$ cat config.mk
export PLATFORM = sky130hd
export DESIGN_NAME = md5_digest_engine_top
export DESIGN_NICKNAME = d
export VERILOG_FILES = /design/src/rtl/md5de_pkg.sv /design/src/rtl/md5de_queue.sv /design/src/rtl/md5de_core.sv /design/src/rtl/md5_digest_engine_top.sv
export SDC_FILE = /design/constraint.sdc
export NUM_CORES = 2
export LEC_CHECK = 0
export BUFFER_PORTS_ARGS = -buffer_cell sky130_fd_sc_hd__buf_4
export CAP_MARGIN = 20
export CORE_MARGIN = 10
export CORE_UTILIZATION = 58
export DETAILED_ROUTE_END_ITERATION = 8
export PLACE_DENSITY = 0.78
export SLEW_MARGIN = 30
export SYNTH_ARGS = -nofsm -noshare
export SYNTH_HDL_FRONTEND = slang
export SYNTH_SLANG_ARGS = --single-unit
$ cat constraint.sdc
create_clock -name clock -period 10.2 [get_ports clock]
set_input_delay 0.51 -clock clock [delete_from_list [all_inputs] [get_ports clock]]
set_output_delay 0.51 -clock clock [all_outputs]
set_load 0.01 [all_outputs]
$ cat src/rtl/md5de_pkg.sv
`timescale 1ns / 1ps
// ----------------------------------------------------------------------------
// MD5 digest engine package
// Shared types and constants: round constants, shift amounts, initial value.
// ----------------------------------------------------------------------------
package md5de_pkg;

   localparam logic [31:0] IV_A = 32'h67452301;
   localparam logic [31:0] IV_B = 32'hefcdab89;
   localparam logic [31:0] IV_C = 32'h98badcfe;
   localparam logic [31:0] IV_D = 32'h10325476;

   localparam int QUEUE_DEPTH = 4;

   // one queued byte item
   typedef struct packed {
      logic [7:0] data_byte;
      logic       final_byte;
   } byte_item_type;

   typedef struct packed {
      logic [31:0] a;
      logic [31:0] b;
      logic [31:0] c;
      logic [31:0] d;
   } digest_type;

   function automatic logic [31:0] sine_const(input logic [5:0] i);
      logic [31:0] k;
      begin
         case (i)
            6'd0: k = 32'hd76aa478;  6'd1: k = 32'he8c7b756;
            6'd2: k = 32'h242070db;  6'd3: k = 32'hc1bdceee;
            6'd4: k = 32'hf57c0faf;  6'd5: k = 32'h4787c62a;
            6'd6: k = 32'ha8304613;  6'd7: k = 32'hfd469501;
            6'd8: k = 32'h698098d8;  6'd9: k = 32'h8b44f7af;
            6'd10: k = 32'hffff5bb1; 6'd11: k = 32'h895cd7be;
            6'd12: k = 32'h6b901122; 6'd13: k = 32'hfd987193;
            6'd14: k = 32'ha679438e; 6'd15: k = 32'h49b40821;
            6'd16: k = 32'hf61e2562; 6'd17: k = 32'hc040b340;
            6'd18: k = 32'h265e5a51; 6'd19: k = 32'he9b6c7aa;
            6'd20: k = 32'hd62f105d; 6'd21: k = 32'h02441453;
            6'd22: k = 32'hd8a1e681; 6'd23: k = 32'he7d3fbc8;
            6'd24: k = 32'h21e1cde6; 6'd25: k = 32'hc33707d6;
            6'd26: k = 32'hf4d50d87; 6'd27: k = 32'h455a14ed;
            6'd28: k = 32'ha9e3e905; 6'd29: k = 32'hfcefa3f8;
            6'd30: k = 32'h676f02d9; 6'd31: k = 32'h8d2a4c8a;
            6'd32: k = 32'hfffa3942; 6'd33: k = 32'h8771f681;
            6'd34: k = 32'h6d9d6122; 6'd35: k = 32'hfde5380c;
            6'd36: k = 32'ha4beea44; 6'd37: k = 32'h4bdecfa9;
            6'd38: k = 32'hf6bb4b60; 6'd39: k = 32'hbebfbc70;
            6'd40: k = 32'h289b7ec6; 6'd41: k = 32'heaa127fa;
            6'd42: k = 32'hd4ef3085; 6'd43: k = 32'h04881d05;
            6'd44: k = 32'hd9d4d039; 6'd45: k = 32'he6db99e5;
            6'd46: k = 32'h1fa27cf8; 6'd47: k = 32'hc4ac5665;
            6'd48: k = 32'hf4292244; 6'd49: k = 32'h432aff97;
            6'd50: k = 32'hab9423a7; 6'd51: k = 32'hfc93a039;
            6'd52: k = 32'h655b59c3; 6'd53: k = 32'h8f0ccc92;
            6'd54: k = 32'hffeff47d; 6'd55: k = 32'h85845dd1;
            6'd56: k = 32'h6fa87e4f; 6'd57: k = 32'hfe2ce6e0;
            6'd58: k = 32'ha3014314; 6'd59: k = 32'h4e0811a1;
            6'd60: k = 32'hf7537e82; 6'd61: k = 32'hbd3af235;
            6'd62: k = 32'h2ad7d2bb; default: k = 32'heb86d391;
         endcase
         return k;
      end
   endfunction

   // per-round left rotate amount
   function automatic logic [4:0] rot_amount(input logic [5:0] i);
      logic [4:0] r;
      begin
         case ({i[5:4], i[1:0]})
            4'b0000: r = 5'd7;  4'b0001: r = 5'd12; 4'b0010: r = 5'd17; 4'b0011: r = 5'd22;
            4'b0100: r = 5'd5;  4'b0101: r = 5'd9;  4'b0110: r = 5'd14; 4'b0111: r = 5'd20;
            4'b1000: r = 5'd4;  4'b1001: r = 5'd11; 4'b1010: r = 5'd16; 4'b1011: r = 5'd23;
            4'b1100: r = 5'd6;  4'b1101: r = 5'd10; 4'b1110: r = 5'd15; default: r = 5'd21;
         endcase
         return r;
      end
   endfunction

   // message word index used by each round
   function automatic logic [3:0] word_index(input logic [5:0] i);
      logic [3:0] g;
      begin
         case (i[5:4])
            2'd0: g = i[3:0];
            2'd1: g = 4'(({2'b0, i} * 8'd5) + 8'd1);
            2'd2: g = 4'(({2'b0, i} * 8'd3) + 8'd5);
            default: g = 4'({2'b0, i} * 8'd7);
         endcase
         return g;
      end
   endfunction

endpackage

$ cat src/rtl/md5de_queue.sv
`timescale 1ns / 1ps
// ----------------------------------------------------------------------------
// MD5 byte queue
// Short queue of byte items between the stream front end and the core.
// ----------------------------------------------------------------------------
module md5de_queue (
   input  logic                    clock,
   input  logic                    reset,
   input  logic                    push_valid,
   output logic                    push_ready,
   input  md5de_pkg::byte_item_type push_item,
   output logic                    pop_valid,
   input  logic                    pop_ready,
   output md5de_pkg::byte_item_type pop_item
);
   localparam int AW = $clog2(md5de_pkg::QUEUE_DEPTH);

   md5de_pkg::byte_item_type mem_ff [md5de_pkg::QUEUE_DEPTH];
   logic [AW-1:0] wptr_ff, wptr_in, rptr_ff, rptr_in;
   logic [AW:0]   count_ff, count_in;
   logic          push, pop;

   assign push_ready = (count_ff != (AW+1)'(md5de_pkg::QUEUE_DEPTH));
   assign pop_valid  = (count_ff != '0);
   assign pop_item   = mem_ff[rptr_ff];
   assign push = push_valid & push_ready;
   assign pop  = pop_valid & pop_ready;

   // pointer and fill count update
   always_comb begin
      wptr_in  = push ? wptr_ff + 1'b1 : wptr_ff;
      rptr_in  = pop ? rptr_ff + 1'b1 : rptr_ff;
      count_in = count_ff + (AW+1)'(push) - (AW+1)'(pop);
   end

   always_ff @(posedge clock) begin
      if (reset) begin
         wptr_ff  <= '0;
         rptr_ff  <= '0;
         count_ff <= '0;
      end else begin
         wptr_ff  <= wptr_in;
         rptr_ff  <= rptr_in;
         count_ff <= count_in;
      end
   end

   always_ff @(posedge clock) begin
      if (push) begin
         mem_ff[wptr_ff] <= push_item;
      end
   end
endmodule

$ cat src/rtl/md5de_core.sv
`timescale 1ns / 1ps
// ----------------------------------------------------------------------------
// MD5 compression core
// Packs bytes into the block, pads at the final byte, runs one round a
// cycle, and holds the digest in an output register.
// ----------------------------------------------------------------------------
module md5de_core (
   input  logic                     clock,
   input  logic                     reset,
   input  logic                     in_valid,
   output logic                     in_ready,
   input  md5de_pkg::byte_item_type in_item,
   output logic                     out_valid,
   input  logic                     out_ready,
   output md5de_pkg::digest_type    out_digest
);
   typedef enum logic [4:0] {
      ST_LOAD  = 5'b00001,
      ST_PAD   = 5'b00010,
      ST_ROUND = 5'b00100,
      ST_FOLD  = 5'b01000,
      ST_EMIT  = 5'b10000
   } state_type;

   state_type    state_ff, state_in;
   logic [31:0]  block_ff [16];
   logic [5:0]   pos_ff, pos_in;
   logic [63:0]  bitlen_ff, bitlen_in;
   logic [5:0]   round_ff, round_in;
   logic [31:0]  a_ff, b_ff, c_ff, d_ff, a_in, b_in, c_in, d_in;
   md5de_pkg::digest_type chain_ff, chain_in;
   logic         final_ff, final_in;   // padding in progress
   logic         len_ff, len_in;       // this block carries the length
   logic         pad_first_ff, pad_first_in;   // 0x80 still owed to the padding
   logic         out_valid_ff, out_valid_in;
   md5de_pkg::digest_type dig_ff;

   logic         byte_we;
   logic [7:0]   byte_val;
   logic         take;
   logic [31:0]  f, sum, rot;
   logic [5:0]   ri;
   logic [4:0]   sh;

   assign take      = in_valid & in_ready;
   assign in_ready  = (state_ff == ST_LOAD);
   assign out_valid = out_valid_ff;
   assign out_digest = dig_ff;
   assign ri = round_ff;
   assign sh = md5de_pkg::rot_amount(ri);

   // round function
   always_comb begin
      case (ri[5:4])
         2'd0: f = (b_ff & c_ff) | (~b_ff & d_ff);
         2'd1: f = (d_ff & b_ff) | (~d_ff & c_ff);
         2'd2: f = b_ff ^ c_ff ^ d_ff;
         default: f = c_ff ^ (b_ff | ~d_ff);
      endcase
      sum = a_ff + f + md5de_pkg::sine_const(ri) + block_ff[md5de_pkg::word_index(ri)];
      rot = (sum << sh) | (sum >> (6'd32 - {1'b0, sh}));
   end

   // control sequencing
   always_comb begin
      state_in = state_ff;
      pos_in = pos_ff;
      bitlen_in = bitlen_ff;
      round_in = round_ff;
      a_in = a_ff; b_in = b_ff; c_in = c_ff; d_in = d_ff;
      chain_in = chain_ff;
      final_in = final_ff;
      len_in = len_ff;
      out_valid_in = out_valid_ff & ~out_ready;
      byte_we = 1'b0;
      byte_val = 8'h00;
      case (state_ff)
         ST_LOAD: begin
            if (take) begin
               byte_we = 1'b1;
               byte_val = in_item.data_byte;
               pos_in = pos_ff + 6'd1;
               bitlen_in = bitlen_ff + 64'd8;
               final_in = in_item.final_byte;
               if (in_item.final_byte) begin
                  state_in = ST_PAD;
                  if (pos_ff == 6'd63) begin
                     // block fills exactly; 0x80 goes into the next block
                     state_in = ST_ROUND;
                     a_in = chain_ff.a; b_in = chain_ff.b;
                     c_in = chain_ff.c; d_in = chain_ff.d;
                  end
               end else if (pos_ff == 6'd63) begin
                  state_in = ST_ROUND;
                  a_in = chain_ff.a; b_in = chain_ff.b;
                  c_in = chain_ff.c; d_in = chain_ff.d;
               end
            end
         end
         ST_PAD: begin
            // first pad byte is 0x80 while it is still owed, zeros after it
            byte_we = 1'b1;
            byte_val = (final_ff && !len_ff && pad_first_ff) ? 8'h80 : 8'h00;
            pos_in = pos_ff + 6'd1;
            if (pos_ff == 6'd55) begin
               len_in = 1'b1;
               pos_in = 6'd0;
               state_in = ST_ROUND;
               a_in = chain_ff.a; b_in = chain_ff.b;
               c_in = chain_ff.c; d_in = chain_ff.d;
            end else if (pos_ff == 6'd63) begin
               state_in = ST_ROUND;
               a_in = chain_ff.a; b_in = chain_ff.b;
               c_in = chain_ff.c; d_in = chain_ff.d;
            end
         end
         ST_ROUND: begin
            a_in = d_ff; d_in = c_ff; c_in = b_ff;
            b_in = b_ff + rot;
            round_in = round_ff + 6'd1;
            if (round_ff == 6'd63) begin
               state_in = ST_FOLD;
            end
         end
         ST_FOLD: begin
            chain_in.a = chain_ff.a + a_ff; chain_in.b = chain_ff.b + b_ff;
            chain_in.c = chain_ff.c + c_ff; chain_in.d = chain_ff.d + d_ff;
            if (len_ff) begin
               state_in = ST_EMIT;
            end else if (final_ff) begin
               state_in = ST_PAD;
            end else begin
               state_in = ST_LOAD;
            end
         end
         ST_EMIT: begin
            if (!out_valid_ff || out_ready) begin
               out_valid_in = 1'b1;
               chain_in = '{md5de_pkg::IV_A, md5de_pkg::IV_B,
                            md5de_pkg::IV_C, md5de_pkg::IV_D};
               bitlen_in = '0;
               final_in = 1'b0;
               len_in = 1'b0;
               pos_in = '0;
               state_in = ST_LOAD;
            end
         end
         default: state_in = ST_LOAD;
      endcase
   end

   // 0x80 still owed to the padding
   always_comb begin
      pad_first_in = pad_first_ff;
      if (take && in_item.final_byte) begin
         pad_first_in = 1'b1;
      end else if (state_ff == ST_PAD) begin
         pad_first_in = 1'b0;
      end
   end

   always_ff @(posedge clock) begin
      if (reset) begin
         state_ff     <= ST_LOAD;
         pos_ff       <= '0;
         bitlen_ff    <= '0;
         round_ff     <= '0;
         a_ff <= '0; b_ff <= '0; c_ff <= '0; d_ff <= '0;
         chain_ff     <= '{md5de_pkg::IV_A, md5de_pkg::IV_B,
                           md5de_pkg::IV_C, md5de_pkg::IV_D};
         final_ff     <= 1'b0;
         len_ff       <= 1'b0;
         pad_first_ff <= 1'b0;
         out_valid_ff <= 1'b0;
      end else begin
         state_ff     <= state_in;
         pos_ff       <= pos_in;
         bitlen_ff    <= bitlen_in;
         round_ff     <= round_in;
         a_ff <= a_in; b_ff <= b_in; c_ff <= c_in; d_ff <= d_in;
         chain_ff     <= chain_in;
         final_ff     <= final_in;
         len_ff       <= len_in;
         pad_first_ff <= pad_first_in;
         out_valid_ff <= out_valid_in;
      end
   end

   // block word store; the length words land when padding reaches them
   always_ff @(posedge clock) begin
      if (byte_we) begin
         case (pos_ff[1:0])
            2'd0: block_ff[pos_ff[5:2]] <= {24'h0, byte_val};
            2'd1: block_ff[pos_ff[5:2]][15:8] <= byte_val;
            2'd2: block_ff[pos_ff[5:2]][23:16] <= byte_val;
            default: block_ff[pos_ff[5:2]][31:24] <= byte_val;
         endcase
      end
      if (state_ff == ST_PAD && pos_ff == 6'd55) begin
         block_ff[14] <= bitlen_ff[31:0];
         block_ff[15] <= bitlen_ff[63:32];
      end
   end

   // digest output register
   always_ff @(posedge clock) begin
      if (state_ff == ST_EMIT && (!out_valid_ff || out_ready)) begin
         dig_ff <= chain_ff;
      end
   end
endmodule

$ cat src/rtl/md5_digest_engine_top.sv
`timescale 1ns / 1ps
// ----------------------------------------------------------------------------
// MD5 digest engine top level
// Byte stream in, 128-bit digest out, one result per message.
// ----------------------------------------------------------------------------
// Bytes enter through a four-item queue and are packed into the block at one
// byte per cycle while the core is loading; every full 64-byte block then runs
// 64 rounds at one round per cycle and a fold step, during which the core takes
// no bytes. After the byte with tlast, padding writes one byte a cycle up to the
// length field and needs one or two more compressions before the digest
// appears on rsp. The digest register frees the core for the next message
// while a result waits.
module md5_digest_engine_top (
   input  logic         clock,
   input  logic         reset,
   input  logic         req_tvalid,
   output logic         req_tready,
   input  logic [7:0]   req_tdata,   // data_byte
   input  logic         req_tlast,   // final_byte
   output logic         rsp_tvalid,
   input  logic         rsp_tready,
   output logic [127:0] rsp_tdata    // digest_a, digest_b, digest_c, digest_d
);
   md5de_pkg::byte_item_type q_in, q_out;
   md5de_pkg::digest_type    dig;
   logic q_valid, q_ready;

   assign q_in = '{data_byte: req_tdata, final_byte: req_tlast};

   md5de_queue u_queue (
      .clock(clock), .reset(reset),
      .push_valid(req_tvalid), .push_ready(req_tready), .push_item(q_in),
      .pop_valid(q_valid), .pop_ready(q_ready), .pop_item(q_out)
   );

   md5de_core u_core (
      .clock(clock), .reset(reset),
      .in_valid(q_valid), .in_ready(q_ready), .in_item(q_out),
      .out_valid(rsp_tvalid), .out_ready(rsp_tready), .out_digest(dig)
   );

   assign rsp_tdata = {dig.d, dig.c, dig.b, dig.a};
endmodule
==> flow_metrics.py <==
metrics = {
    "status": {
        "outcome": "completed",
    },
    "yosys": {
        "synthAdderAreaFrac": 0.0713,
        "synth.top_cell.area_share": 0.336,
        "yosys.area.top_type": "edfxtp_1",
        "synth_xor_area_frac": 0.0360,
        "synth-main-ff-cell": "edfxtp_1",
        "ys_types": 99,
        "netlist_top_cells_area": "edfxtp_1, dfxtp_1, mux4_2, ha_1, nor2_1",
        "syn-cell-area_sq_um": 60500,
        "ys_seq_area_frac": 0.463,
        "synth_top_family_by_area": "compound AO/OA/AOI/OAI gates",
        "syn_inst": 6115,
        "synth_compound_area_frac": 0.174,
        "postSynthAreaPerCell_sq_um": 9.89,
        "synthTopCellsByCount": "nor2_1, nand2_1, edfxtp_1",
        "synth_edf_count": 676,
        "async_flop_share": 0,
        "yosysMostFrequentCell": "nor2_1",
        "synth-seq-cells": 1060,
        "synthMuxAreaShare": 0.0733,
        "synth-simple-area-share": 0.142,
        "syn-num-nets": 6430,
        "ys_warn_count": 0,
    },
    "cells_and_area": {
        "syn2layout_area_growth_pct": 11.4,
        "fill_cells": 7871,
        "nNetsFinal": 6496,
        "postLayoutCoreUtil": 0.651,
        "drive_gt1_frac": 0.123,
    },
    "route": {
        "drc": 0,
        "dr.pass1.iters": 9,
        "viasPerCell": 6.62,
        "wl_per_cell_microns": 25.8,
        "drt_iter0_drc": 6739,
        "vias": 50679,
        "wl_microns": 197000,
        "antenna_left": 0,
    },
    "clocking": {
        "cts-htree-levels": 3,
        "clk_latency_ps": 750,
        "root_buffer": "clkbuf_16",
        "ctsLongestPathBuffers": 3,
        "cts_buffers": 106,
        "cts_sinks": 1060,
        "cts_tree": "yes",
        "clkTransAtPathRegs_ps": 60,
    },
    "worst_setup_path": {
        "worstRegToRegCells": 41,
        "max_stage_delay_ps": 550,
        "arrival_ps": 10340,
        "required_ps": 10780,
        "critPathMaxFanout": 12,
        "crit_slowest_cell": "mux4_2",
        "crit_type": "reg -> reg",
        "endpoint_kind": "flip-flop",
        "worstSetupStartpointType": "flip-flop",
    },
    "sta": {
        "worstMarginPinSlew_ps": 1010,
        "max_freq_mhz": 102,
        "tns_ps": 0,
        "skew_ps": 61.1,
        "timing.final.crit_share": 0.956,
        "holdWs_ps": 110,
        "hold_viol": 0,
        "min_period_ps": 9760,
        "setup_violations": 0,
        "maxSlewHeadroom": 0.329,
        "rsz0062_at_grt": "true",
        "slew_violations": 0,
    },
    "die": {
        "ios": 143,
        "core_area_sq_um": 103000,
        "die-area_sq_um": 118000,
        "fp.dieW_microns": 343,
        "die_h_microns": 343,
        "start_util": 0.584,
        "rows": 118,
    },
    "flow_run": {
        "max-cap-violations": 0,
    },
    "place": {
        "gp_congestion": 1.02,
        "dp_hpwl_microns": 140000,
        "io_buffers": 142,
    },
    "min_path": {
        "hold_depth": 2,
        "hold_path_class": "in -> reg",
    },
    "pwr": {
        "cellLeakagePower_nw": 25.6,
        "fin_total_pwr_mw": 14.8,
        "vdd_drop_max_mv": 0.187,
        "power_density_nw_per_um2": 220,
    },
    "global_route": {
        "grt_usage": 0.326,
        "antenna_found_initial": 5,
        "grt_remaining_overflow": 0,
        "grt_pass1_wl_microns": 295000,
        "grt_max_degree": 126,
        "grt_pass1_vias": 47398,
    },
}
worst max-delay path: cells and delay by family (launching register included):
| family | cells | cell delay [ps] |
|---|---|---|
| xor+xnor | 1 | 140 |
| buf+inv | 6 | 770 |
| simple gates | 8 | 1420 |
| mux | 2 | 1070 |
| fa+ha+maj | 6 | 2320 |
| compound gates | 18 | 3550 |
| flops | 1 | 310 |
area by class of cell:
| type | count | area, sq um | area share |
|---|---|---|---|
| antenna | 3 | 7.51 | 0.000111 |
| multi-input combinational | 4409 | 30300 | 0.450 |
| clock buffer | 133 | 2850 | 0.0422 |
| sequential | 1060 | 28000 | 0.416 |
| tap | 1380 | 1730 | 0.0256 |
| timing repair buffer | 319 | 2550 | 0.0379 |
| clock inverter | 67 | 825 | 0.0122 |
| inverter | 285 | 1070 | 0.0160 |
kinds of logic (layout without fill, tap and decap cells):
kind of cell             Yosys count  in the layout
other                              0              3
AO/OA/AOI/OAI                   1664           1664
XOR/XNOR                         244            244
multiplexers                     243            243
flip-flops                      1060           1060
adder cells (fa/ha/maj)          303            303
AND/OR/NAND/NOR                 1955           1955
buffers and inverters            646            804
power breakdown:
part	internal, mW	leakage, nW	switching (mW)
sequential	4.84	8.88	0.0825
clock	2.35	1.78	1.78
combinational	2.11	15.0	3.65
registers in the layout (all words and copies together) (netlist names), 5 cells and up, named ones only:
signal / cells
u_core.pos_ff: 6
u_core.state_ff: 5
u_core.ri: 6
u_queue.mem_ff: 36
u_core.bitlen_ff: 61
u_core.chain_ff: 128
u_core.out_digest: 128
u_core.block_ff: 512
u_core.d_ff: 32
u_core.c_ff: 32
u_core.sh: 5
u_core.a_ff: 32
u_core.b_ff: 32
layer usage:
layer	track usage	routed length (microns)
met2	0.516	89500
met4	0.191	13800
met3	0.0627	19900
met1	0.416	74100
met5	0	10
final timing paths:
check,startpoint,end,slack (ps)
max,u_core.ri[0],u_core.b_ff[16],440
min,reset,u_core.chain_ff[110],110
max reg2reg,u_core.ri[0],u_core.b_ff[16],440
min reg2reg,u_core.pad_first_ff,u_core.pad_first_ff,480
layout by cell type, fill, tap and decap left out, drive strengths merged, types with 96 or more instances in the layout:
cell type,instances
a21o,96
a21oi,483
a22oi,152
a31oi,107
buf,310
clkbuf,133
dfxtp,384
edfxtp,676
ha,232
inv,291
mux4,157
nand2,693
nand3,120
nor2,709
o21ai,372
xnor2,131
xor2,111
what timing repair did:
| item | 4_1_cts | 5_1_grt |
|---|---|---|
| hold buffers | 9 | 0 |
| endpoints found under the setup margin | 2 | 18 |
| pin swaps | 0 | 3 |
| gates resized for setup | 1 | 49 |
| endpoints found under the hold margin | 36 | 0 |
| buffers inserted | 0 | 5 |
through the flow:
step                      setup WS [ps]  instance area [sq um]  instances
after detailed placement           62.1                  63300       7438
after global routing              -30.6                  67300       7654
after floorplan                     595                  60500       6115
after global placement              199                  63300       7438
after CTS                          68.1                  67000       7647
final                               444                  67400       7656
Power figures use the tool's default switching activity.
